## src/rtl/rtt_pkg.sv

```systemverilog
// Shared types and codes for the repeating timer table.
package rtt_pkg;

    // command codes on the func field
    localparam logic [2:0] FUNC_TICK  = 3'd0;
    localparam logic [2:0] FUNC_ADD   = 3'd1;
    localparam logic [2:0] FUNC_DEL   = 3'd2;
    localparam logic [2:0] FUNC_POP   = 3'd3;
    localparam logic [2:0] FUNC_QUERY = 3'd4;

    // result status codes
    localparam logic [1:0] STAT_OK      = 2'd0;
    localparam logic [1:0] STAT_MISS    = 2'd1;
    localparam logic [1:0] STAT_NOT_DUE = 2'd2;

    // largest handle that fits in the 5-bit handle fields
    localparam int MAX_HANDLES = 31;

    // widths of the stream payloads
    localparam int S_TDATA_W = 40;
    localparam int M_TDATA_W = 24;

    // one timer entry as held in the slot memory
    typedef struct packed {
        logic [15:0] interval;
        logic [31:0] deadline;
        logic [15:0] remaining;
        logic [31:0] age;
    } slot_entry_t;

endpackage

```

## src/rtl/repeating_timer_table.sv

```systemverilog
// Top level of the repeating timer table: command decode, slot memory and scan engine.
//
// Usage:
//   Requests arrive on the s_ stream channel (func, interval, repeat_count,
//   handle packed in s_tdata) and each one gives exactly one result on the
//   m_ stream channel (handle_out, min_wait, status packed in m_tdata).
//   Tick, add and delete work from the slot valid flags and the current time
//   alone: the request passes through the exec state and the result is then
//   registered; no new request is taken until the block is idle again.
//   Pop and query sweep the slot memory one entry per cycle through its
//   single registered read port, then pop writes the chosen entry back in
//   the finish state, where the result is registered; only USED slots are
//   swept, where USED is min(SLOTS,31), and no new request is taken meanwhile.
//   A request is taken whenever the engine is idle, even while the previous
//   result still waits in the output register; if the receiver stalls, the
//   engine holds its finished result (and any write back) until the output
//   register frees up.
//   Reset clears the current time, the add sequence, all slot valid flags
//   and both channel handshakes. The slot memory needs no clearing pass:
//   entries are only used for slots whose valid flag is set.
module repeating_timer_table #(
    parameter int SLOTS = 16
) (
    input  logic                          aclk,
    input  logic                          aresetn,
    // s_tdata, low to high: func[2:0], interval[18:3], repeat_count[34:19],
    // handle[39:35]
    input  logic                          s_tvalid,
    output logic                          s_tready,
    input  logic [rtt_pkg::S_TDATA_W-1:0] s_tdata,
    // m_tdata, low to high: handle_out[4:0], min_wait[21:5], status[23:22]
    output logic                          m_tvalid,
    input  logic                          m_tready,
    output logic [rtt_pkg::M_TDATA_W-1:0] m_tdata
);
    import rtt_pkg::*;

    // slots actually used: every handle must fit in 5 bits
    localparam int USED = (SLOTS < MAX_HANDLES) ? SLOTS : MAX_HANDLES;
    localparam int IDXW = $clog2(USED);
    localparam int CW   = $clog2(USED + 1);

    // engine states
    localparam logic [1:0] ST_IDLE   = 2'd0;
    localparam logic [1:0] ST_EXEC   = 2'd1;
    localparam logic [1:0] ST_SCAN   = 2'd2;
    localparam logic [1:0] ST_FINISH = 2'd3;

    // control state
    logic [1:0]      state_reg, state_next;
    logic [CW-1:0]   cnt_reg, cnt_next;
    logic            rd_pend_reg;
    logic            found_reg, found_next;
    logic [31:0]     now_reg, now_next;
    logic [31:0]     seq_reg, seq_next;
    logic [USED-1:0] valid_reg, valid_next;
    logic            m_tvalid_reg, m_tvalid_next;

    // request registers
    logic [2:0]      func_reg;
    logic [15:0]     interval_reg;
    logic [15:0]     repeat_reg;
    logic [4:0]      handle_reg;

    // scan bookkeeping
    logic [IDXW-1:0] rd_slot_reg;
    logic [IDXW-1:0] best_slot_reg, best_slot_next;
    logic [31:0]     best_dist_reg, best_dist_next;
    logic [15:0]     best_wait_reg, best_wait_next;
    slot_entry_t     best_entry_reg, best_entry_next;

    // output register fields
    logic [4:0]      out_handle_reg, out_handle_next;
    logic [16:0]     out_wait_reg, out_wait_next;
    logic [1:0]      out_status_reg, out_status_next;

    // slot memory
    slot_entry_t     mem [USED];
    slot_entry_t     mem_rdata_reg;
    logic [IDXW-1:0] mem_raddr;
    logic            mem_we;
    logic [IDXW-1:0] mem_waddr;
    slot_entry_t     mem_wdata;

    logic            accept;
    logic            out_free;
    logic            issue;

    // per-entry evaluation during the sweep
    logic [31:0]     diff;
    logic            due;
    logic [31:0]     recency;
    logic [15:0]     wclamp;
    logic            slot_v;

    // add and delete helpers
    logic            free_any;
    logic [IDXW-1:0] free_idx;
    logic [4:0]      del_idx;
    logic            del_ok;
    logic [15:0]     rem_new;

    assign s_tready = (state_reg == ST_IDLE);
    assign accept   = s_tvalid && s_tready;
    assign out_free = !m_tvalid_reg || m_tready;
    assign issue    = (state_reg == ST_SCAN) && (cnt_reg != CW'(USED));
    assign mem_raddr = cnt_reg[IDXW-1:0];

    assign m_tvalid = m_tvalid_reg;
    assign m_tdata  = {out_status_reg, out_wait_reg, out_handle_reg};

    // wrap-safe wait and recency of the entry just read
    assign diff    = mem_rdata_reg.deadline - now_reg;
    assign due     = diff[31] || (diff == 32'd0);
    assign recency = seq_reg - mem_rdata_reg.age;
    assign slot_v  = valid_reg[rd_slot_reg];
    assign wclamp  = diff[31] ? 16'd0 : ((|diff[31:16]) ? 16'hFFFF : diff[15:0]);

    // lowest free slot for add
    always_comb begin
        free_any = 1'b0;
        free_idx = '0;
        for (int i = USED - 1; i >= 0; i--) begin
            if (!valid_reg[i]) begin
                free_any = 1'b1;
                free_idx = IDXW'(i);
            end
        end
    end

    assign del_idx = handle_reg - 5'd1;
    assign del_ok  = (handle_reg != 5'd0) && (handle_reg <= 5'(USED))
                     && valid_reg[del_idx[IDXW-1:0]];

    // positive counts step down, negative counts repeat forever
    assign rem_new = ((best_entry_reg.remaining != 16'd0) && !best_entry_reg.remaining[15])
                     ? best_entry_reg.remaining - 16'd1 : best_entry_reg.remaining;

    always_comb begin
        state_next      = state_reg;
        cnt_next        = cnt_reg;
        found_next      = found_reg;
        now_next        = now_reg;
        seq_next        = seq_reg;
        valid_next      = valid_reg;
        m_tvalid_next   = m_tvalid_reg && !m_tready;
        best_slot_next  = best_slot_reg;
        best_dist_next  = best_dist_reg;
        best_wait_next  = best_wait_reg;
        best_entry_next = best_entry_reg;
        out_handle_next = out_handle_reg;
        out_wait_next   = out_wait_reg;
        out_status_next = out_status_reg;
        mem_we          = 1'b0;
        mem_waddr       = free_idx;
        mem_wdata       = '{interval:  interval_reg,
                            deadline:  now_reg + 32'(interval_reg),
                            remaining: repeat_reg,
                            age:       seq_reg};

        case (state_reg)
            ST_IDLE: begin
                if (accept) begin
                    cnt_next   = '0;
                    found_next = 1'b0;
                    if (s_tdata[2:0] == FUNC_POP || s_tdata[2:0] == FUNC_QUERY) begin
                        state_next = ST_SCAN;
                    end else begin
                        state_next = ST_EXEC;
                    end
                end
            end
            ST_EXEC: begin
                if (out_free) begin
                    state_next      = ST_IDLE;
                    m_tvalid_next   = 1'b1;
                    out_handle_next = 5'd0;
                    out_wait_next   = 17'd0;
                    out_status_next = STAT_OK;
                    case (func_reg)
                        FUNC_TICK: begin
                            now_next = now_reg + 32'd1;
                        end
                        FUNC_ADD: begin
                            if (free_any) begin
                                mem_we                = 1'b1;
                                valid_next[free_idx]  = 1'b1;
                                seq_next              = seq_reg + 32'd1;
                                out_handle_next       = 5'(free_idx) + 5'd1;
                            end else begin
                                out_status_next = STAT_MISS;
                            end
                        end
                        FUNC_DEL: begin
                            if (del_ok) begin
                                valid_next[del_idx[IDXW-1:0]] = 1'b0;
                                out_handle_next               = handle_reg;
                            end else begin
                                out_status_next = STAT_MISS;
                            end
                        end
                        default: begin
                        end
                    endcase
                end
            end
            ST_SCAN: begin
                if (issue) begin
                    cnt_next = cnt_reg + CW'(1);
                end
                if (rd_pend_reg && slot_v) begin
                    if (func_reg == FUNC_POP) begin
                        if (due && (!found_reg || recency < best_dist_reg)) begin
                            found_next      = 1'b1;
                            best_dist_next  = recency;
                            best_slot_next  = rd_slot_reg;
                            best_entry_next = mem_rdata_reg;
                        end
                    end else begin
                        if (!found_reg || wclamp < best_wait_reg) begin
                            found_next     = 1'b1;
                            best_wait_next = wclamp;
                        end
                    end
                end
                // last entry evaluated: result is settled next cycle
                if (!issue && rd_pend_reg) begin
                    state_next = ST_FINISH;
                end
            end
            ST_FINISH: begin
                if (out_free) begin
                    state_next      = ST_IDLE;
                    m_tvalid_next   = 1'b1;
                    out_handle_next = 5'd0;
                    out_wait_next   = 17'd0;
                    out_status_next = STAT_OK;
                    if (func_reg == FUNC_POP) begin
                        if (found_reg) begin
                            // reload the served timer and write it back
                            mem_we    = 1'b1;
                            mem_waddr = best_slot_reg;
                            mem_wdata = '{interval:  best_entry_reg.interval,
                                          deadline:  now_reg + 32'(best_entry_reg.interval),
                                          remaining: rem_new,
                                          age:       best_entry_reg.age};
                            if (rem_new == 16'd0) begin
                                valid_next[best_slot_reg] = 1'b0;
                            end
                            out_handle_next = 5'(best_slot_reg) + 5'd1;
                        end else begin
                            out_status_next = STAT_NOT_DUE;
                        end
                    end else begin
                        out_wait_next = found_reg ? {1'b0, best_wait_reg} : 17'h1FFFF;
                    end
                end
            end
            default: begin
                state_next = ST_IDLE;
            end
        endcase
    end

    // control registers
    always_ff @(posedge aclk) begin
        if (!aresetn) begin
            state_reg    <= ST_IDLE;
            cnt_reg      <= '0;
            rd_pend_reg  <= 1'b0;
            found_reg    <= 1'b0;
            now_reg      <= '0;
            seq_reg      <= '0;
            valid_reg    <= '0;
            m_tvalid_reg <= 1'b0;
        end else begin
            state_reg    <= state_next;
            cnt_reg      <= cnt_next;
            rd_pend_reg  <= issue;
            found_reg    <= found_next;
            now_reg      <= now_next;
            seq_reg      <= seq_next;
            valid_reg    <= valid_next;
            m_tvalid_reg <= m_tvalid_next;
        end
    end

    // payload registers
    always_ff @(posedge aclk) begin
        if (accept) begin
            func_reg     <= s_tdata[2:0];
            interval_reg <= s_tdata[18:3];
            repeat_reg   <= s_tdata[34:19];
            handle_reg   <= s_tdata[39:35];
        end
        rd_slot_reg    <= mem_raddr;
        best_slot_reg  <= best_slot_next;
        best_dist_reg  <= best_dist_next;
        best_wait_reg  <= best_wait_next;
        best_entry_reg <= best_entry_next;
        out_handle_reg <= out_handle_next;
        out_wait_reg   <= out_wait_next;
        out_status_reg <= out_status_next;
    end

    // slot memory: one write port, one registered read port
    always_ff @(posedge aclk) begin
        if (mem_we) begin
            mem[mem_waddr] <= mem_wdata;
        end
        mem_rdata_reg <= mem[mem_raddr];
    end

`ifndef SYNTHESIS
    // the finish step is only entered from the sweep
    a_finish_from_scan: assert property (@(posedge aclk) disable iff (!aresetn)
        (state_reg == ST_FINISH) |->
            ($past(state_reg) == ST_SCAN || $past(state_reg) == ST_FINISH))
        else $error("finish state entered without a sweep");

    // memory is written only by add or by a pop write back
    a_write_window: assert property (@(posedge aclk) disable iff (!aresetn)
        mem_we |-> (state_reg == ST_EXEC || state_reg == ST_FINISH))
        else $error("slot memory written outside exec or finish");

    // a new result is produced only when a command completes
    a_result_source: assert property (@(posedge aclk) disable iff (!aresetn)
        $rose(m_tvalid_reg) |->
            ($past(state_reg) == ST_EXEC || $past(state_reg) == ST_FINISH))
        else $error("result raised without a completing command");

    // the sweep counter never runs past the used slots
    a_cnt_range: assert property (@(posedge aclk) disable iff (!aresetn)
        (state_reg == ST_SCAN) |-> (cnt_reg <= CW'(USED)))
        else $error("sweep counter out of range");
`endif

endmodule

```

## config.mk

```make
export PLATFORM = sky130hd
export DESIGN_NAME = repeating_timer_table
export DESIGN_NICKNAME = d
export VERILOG_FILES = /design/src/rtl/rtt_pkg.sv /design/src/rtl/repeating_timer_table.sv
export SDC_FILE = /design/constraint.sdc
export NUM_CORES = 2
export LEC_CHECK = 0
export ABC_CLOCK_PERIOD_IN_PS = 11430
export BUFFER_PORTS_ARGS = -buffer_cell sky130_fd_sc_hd__buf_2
export CAP_MARGIN = 30
export CORE_MARGIN = 2
export CORE_UTILIZATION = 30
export CTS_CLUSTER_SIZE = 10
export DETAILED_ROUTE_END_ITERATION = 8
export GPL_TIMING_DRIVEN = 0
export PLACE_DENSITY = 0.47
export SETUP_SLACK_MARGIN = 0.3
export SYNTH_ARGS = -nofsm -noshare
export SYNTH_HDL_FRONTEND = slang
export SYNTH_SLANG_ARGS = --single-unit
```

## constraint.sdc

```tcl
create_clock -name aclk -period 11.43 [get_ports aclk]
set_input_delay 0.5715 -clock aclk [delete_from_list [all_inputs] [get_ports aclk]]
set_output_delay 0.5715 -clock aclk [all_outputs]
set_load 0.005 [all_outputs]
```

; Word-level counts from Yosys, hierarchy flattened
; Memories as Yosys holds them, arrays and structs flattened. A register that Yosys moved wholly into a read port is not among the register bits.
; Cells that the tools add are included.
[word_totals]
reg_bits = 274
ram_bits = 1536
in_bits = 44
output_inout_bits = 26
word_cells = 223
mem_count = 1
[op_classes]
add_sub_neg = 11
order_cmp = 10
n_eq_ne = 24
muxes = 108
bitwise = 6
n_reduce_logical = 41
[memory_table]
columns = memory, words, word_bits, rd, rd_clocked_by_memory_dff, wr, line_no
row1 = mem, 16, 96, 1, 1, 1, repeating_timer_table.sv:78  ; slot_entry_t mem [USED];
[op_table]
columns = operator, count
row1 = $mux 96, 4
row2 = $mux 16, 10
row3 = $mux 4, 20
row4 = $mux 17, 4
row5 = $add 32x1->32 const B, 2
row6 = $add 32x16->32, 2
row7 = $pmux 16 s2, 2
row8 = $sub 32x32->32, 2
row9 = $mux 5, 8
row10 = $mux 1, 38
row11 = $pmux 17 s2, 1
row12 = $and 16x16->16, 2
row13 = $logic_not 32->1, 1
row14 = $lt 32x32->1, 1
row15 = $not 16->16, 2
row16 = $pmux 5 s2, 3
row17 = $lt 4x5->1 const B, 4
row18 = $logic_not 16->1, 1
row19 = $lt 16x16->1, 1
row20 = $mux 2, 8
row21 = $or 16x16->16, 1
row22 = $reduce_bool 16->1, 1
row23 = $reduce_or 16->1, 1
row24 = $sub 16x1->16 const B, 1
row25 = other kinds (34), 80

; Logic depth before layout (Yosys ltp)
[logic_depth]
depth_word = 25
mapped_depth = 27
mapped_depth_nobuf = 24

; Worst setup path after synthesis
; Ideal clock, no wire load.
[synth_path]
path_kind = reg-to-reg
start = register seq_reg[1]
end = register best_dist_reg[0], enable pin
setup_time_ns = 0.707
t_arrival_ns = 10.993
required_time_ns = 10.723
slack_ns = -0.269
path_stages_with_launch = 20
path_buffers = 0
period_less_slack_ns = 11.699
cell_sequence = dfxtp_1 ha_1 nor2b_1 o31a_1 o311ai_1 o31a_1 a211oi_1 o31a_1 o21a_1 a21oi_1 nand3_1 o311ai_0 ha_1 a21oi_1 o21ai_0 a21oi_1 nor2b_1 o21ai_0 nand3_1 a211oi_1
[synth_via]
elab_chain_len = 5
[synth_rtl]
columns = element, line_no
row1 = start: declaration, repeating_timer_table.sv:55  ; logic [31:0] seq_reg, seq_next;
row2 = start signal: assignment, repeating_timer_table.sv:282  ; seq_reg <= seq_next;
row3 = $sub 32x32->32, repeating_timer_table.sv:115  ; assign recency = seq_reg - mem_rdata_reg.age;
row4 = via recency[29], repeating_timer_table.sv:92  ; logic [31:0] recency;
row5 = $lt 32x32->1, repeating_timer_table.sv:213  ; if (due && (!found_reg || recency < best_dist_reg)) begin
row6 = $logic_or 1x1->1, repeating_timer_table.sv:213
row7 = $logic_and 1x1->1, repeating_timer_table.sv:213
row8 = $reduce_and 4->1 (no line), n/a
row9 = end signal: assignment, repeating_timer_table.sv:298  ; best_dist_reg <= best_dist_next;
row10 = end: declaration, repeating_timer_table.sv:68  ; logic [31:0] best_dist_reg, best_dist_next;
; The timed path passes the listed nets, and every way through them passes these cells.
; A chain may end at the register's enable or synchronous reset.

; Worst setup path after layout
[layout_path]
start = register now_reg[1]
end = register best_wait_reg[4], enable pin
[layout_via]
elab_chain_len = 7
[layout_rtl]
columns = element, line_no
row1 = start: declaration, repeating_timer_table.sv:54  ; logic [31:0] now_reg, now_next;
row2 = start signal: assignment, repeating_timer_table.sv:281  ; now_reg <= now_next;
row3 = $sub 32x32->32 *, repeating_timer_table.sv:113  ; assign diff = mem_rdata_reg.deadline - now_reg;
row4 = $reduce_or 16->1, repeating_timer_table.sv:117  ; assign wclamp = diff[31] ? 16'd0 : ((|diff[31:16]) ? 16'hFFFF : diff[15:0]);
row5 = $mux 16, repeating_timer_table.sv:117
row6 = $mux 16 *, repeating_timer_table.sv:117
row7 = via wclamp[5], repeating_timer_table.sv:93  ; logic [15:0] wclamp;
row8 = $lt 16x16->1 *, repeating_timer_table.sv:220  ; if (!found_reg || wclamp < best_wait_reg) begin
row9 = $logic_or 1x1->1 *, repeating_timer_table.sv:220
row10 = $reduce_and 4->1 (no line) *, n/a
row11 = end signal: assignment, repeating_timer_table.sv:299  ; best_wait_reg <= best_wait_next;
row12 = end: declaration, repeating_timer_table.sv:69  ; logic [15:0] best_wait_reg, best_wait_next;
; The timed path passes the listed nets; every way through them passes the cells marked *.

==> reports/results.ini <==
[floorplan]
initial_core_util_pct = 30.2
rows = 187
die-area_sq_mm = 0.265
core_area_sq_mm = 0.260
die_y_microns = 515
io_pins = 70
die_x_microns = 515

[critical_path]
cp-end-kind = flip-flop
start_kind = flip-flop
ff2ff_path_depth = 25
cp.required_ns = 11.91
cp_max_fo = 16
cp.arrival_ns = 7.33
critical_path_class = reg -> reg

[clock_network]
tritoncts = done
hold_buffers = 40
root_buffer = clkbuf_16
numCtsBuffers = 216
post-cts-setup-buffer-count = 0
clkLatencyLatePin_ns = 0.87
clkTransAtPathRegs_ns = 0.06
h-tree-depth = 4
ctsResizeCount = 0
clockBufferDepth = 3
clock_sinks = 1906

[pwr]
max-vdd-ir-drop_uv = 158
p_total_mw = 14.4
cellPowerDensity_mw_per_mm2 = 152
p_leak_nw = 31.0

[global_route]
antenna_found_initial = 6
gr-total-overflow = 0
grt_start_max_net_pins = 26
grt_pass1_wl_microns = 329000
grtUsageTotal_pct = 17.4
grt_pass1_vias = 43500

[final_layout]
drive_above_1_share_pct = 22.4
nets = 5161
area_growth_pct = 20.4
largest_reg_flops = 1536

[timing]
finalWorstSetupSlack_ns = 4.58
hold_viol_final = 0
worst_slew_pin_slew_ns = 1.11
finalSetupViolations = 0
rsz0062_at_grt = false
max_slew_margin_pct = 25.3
max_freq_mhz = 146
fin_crit_sh_pct = 59.9
skew_ns = 0.0550
drv_slew = 0
period_minus_slack_ns = 6.85

[yosys]
synth_top_flop_cell = edfxtp_1
ys_seq_area_share_pct = 70.6
yosysTopAreaCellShare_pct = 65.8
ys_ff_latch = 1906
synth_warnings = 0
synth_edf_count = 1716
syn_area_sq_mm = 0.0783
ys_top_cells_by_area = edfxtp_1 66%, mux4_2 14%, dfxtp_1 4.9%
synth_cell_types = 90
synthCells = 4371
syn_avg_cell_area_sq_um = 17.9
async_flop_share_pct = 0
syn_nets = 4576
synth_top_area_cell = edfxtp_1

[placement]
place_congestion = 0.853
dp_slack_ns = 4.67
hpwlAfterDp_microns = 161000
io_buffers = 68

[routing]
num_vias = 43400
routed_wirelength_microns = 232000
firstDrtPassIters = 6
vias_per_cell = 5.07
wire_per_inst_microns = 27.2
drc = 0
drt_iter0_markers = 4575
ant_nets = 0

[job]
maxCapViolations = 0

[run_status]
status = complete, no violations

[worst_hold_path]
min_path_type = in -> reg
min_path_cells = 3

## where the power goes
group          switching (mW)  total, mW  internal (mW)
sequential             0.0228       7.61           7.58
combinational           0.204      0.333          0.129
clock                    2.80       6.43           3.63
total                    3.02       14.4           11.3
## final cells by class
type                            count  area, sq um
Antenna cell                        8         20.0
Buffer                            178          729
Clock buffer                      381         6120
Clock inverter                     21          372
Fill cell                       24200       165000
Inverter                          167          627
Multi-Input combinational cell   2120        21800
Sequential cell                  1906        55300
Tap cell                         3402         4260
Timing Repair Buffer              367         5010
## stage by stage
| step | std cells | TNS, ns | util (%) | instance area, sq um | hold slack [ns] |
|---|---|---|---|---|---|
| floorplan | 4371 | 0 | - | 78400 | 0.329 |
| global placement | 7841 | -8497.90 | 31.9 | 82900 | 0.346 |
| detailed placement | 8085 | 0 | 33.6 | 87200 | 0.342 |
| CTS | 8527 | 0 | 36.2 | 94100 | 0.0375 |
| global route | 8544 | 0 | 36.3 | 94300 | 0.0970 |
| finish | 8550 | 0 | 36.3 | 94300 | 0.113 |
## worst paths after layout
kind / from / endpoint / slack, ns
worst min-delay path: m_tready / m_tvalid$_SDFF_PN0_ / 0.11
worst max register to register: now_reg[1]$_SDFFE_PN0P_ / best_wait_reg[4]$_DFFE_PP_ / 4.58
worst max-delay path: now_reg[1]$_SDFFE_PN0P_ / best_wait_reg[4]$_DFFE_PP_ / 4.58
worst min register to register: cnt_reg[3]$_SDFFE_PN0P_ / rd_slot_reg[3]$_DFF_P_ / 0.35
## per-layer routing
metal / track usage [%] / wire [microns] / up-vias
met5: 0 / 0 / -
met4: 3.95 / 4650 / 0
met3: 2.78 / 13500 / 290
met2: 26.7 / 105000 / 1314
met1: 25.9 / 109000 / 23200
li1: - / - / 18600
## cell usage after synthesis (17+ instances only)
cell type / number
and3_1: 30
buf_1: 37
nand2b_1: 23
nand2_1: 294
nor3_1: 36
a21oi_1: 156
clkbuf_1: 122
or3_1: 29
edfxtp_1: 1716
and2_1: 54
nor2b_1: 33
a21o_1: 45
xor2_1: 45
xnor2_1: 112
o21ai_0: 97
nor2_1: 146
dfxtp_1: 190
nand3_1: 62
ha_1: 157
nand4_1: 50
o21a_1: 17
mux4_2: 489
inv_1: 167
## placed cells by master (no fill, tap or decap), types with 29 or more instances in the layout
master / n
buf_4: 47
edfxtp_1: 1716
mux4_2: 489
nor2b_1: 33
clkbuf_16: 218
buf_1: 32
xor2_1: 45
nand2_1: 294
clkbuf_1: 274
a21oi_1: 156
or3_1: 29
buf_16: 34
ha_1: 157
o21ai_0: 87
dlygate4sd3_1: 40
a21o_1: 45
buf_12: 85
buf_8: 74
nand3_1: 62
xnor2_1: 112
and3_1: 30
buf_2: 95
and2_1: 54
inv_1: 167
dfxtp_1: 190
nor3_1: 36
nand4_1: 50
nor2_1: 129
## worst max-delay path, stage by stage, from the launching register on
cell,delay (ns)
dfxtp_1,0.69
inv_1,0.38
ha_1,0.38
nor2b_1,0.14
o2111a_1,0.30
nor3_1,0.46
a211oi_1,0.18
or3b_1,0.39
nand4_1,0.14
nor4_1,0.07
and4_1,0.23
and2_1,0.18
buf_6,0.13
buf_12,0.14
a21oi_2,0.23
ha_1,0.29
a21o_1,0.16
a21o_1,0.17
a21oi_1,0.24
a2111oi_0,0.21
a21oi_1,0.17
nand2_1,0.06
a21oi_1,0.22
a21boi_0,0.22
a31o_1,0.12
a41o_1,0.58
## logic make-up after synthesis
| logic type | count (synthesis) | synth area share, % |
|---|---|---|
| muxes | 504 | 14.3 |
| adders and majority gates | 161 | 2.61 |
| and+or+nand+nor | 812 | 5.08 |
| DFF | 1906 | 70.6 |
| xor gates and xnor gates | 157 | 1.76 |
| AOI/OAI and AO/OA | 486 | 3.96 |
| buffers and inverters | 345 | 1.71 |
Note: power is estimated with default switching activity, not from simulation.
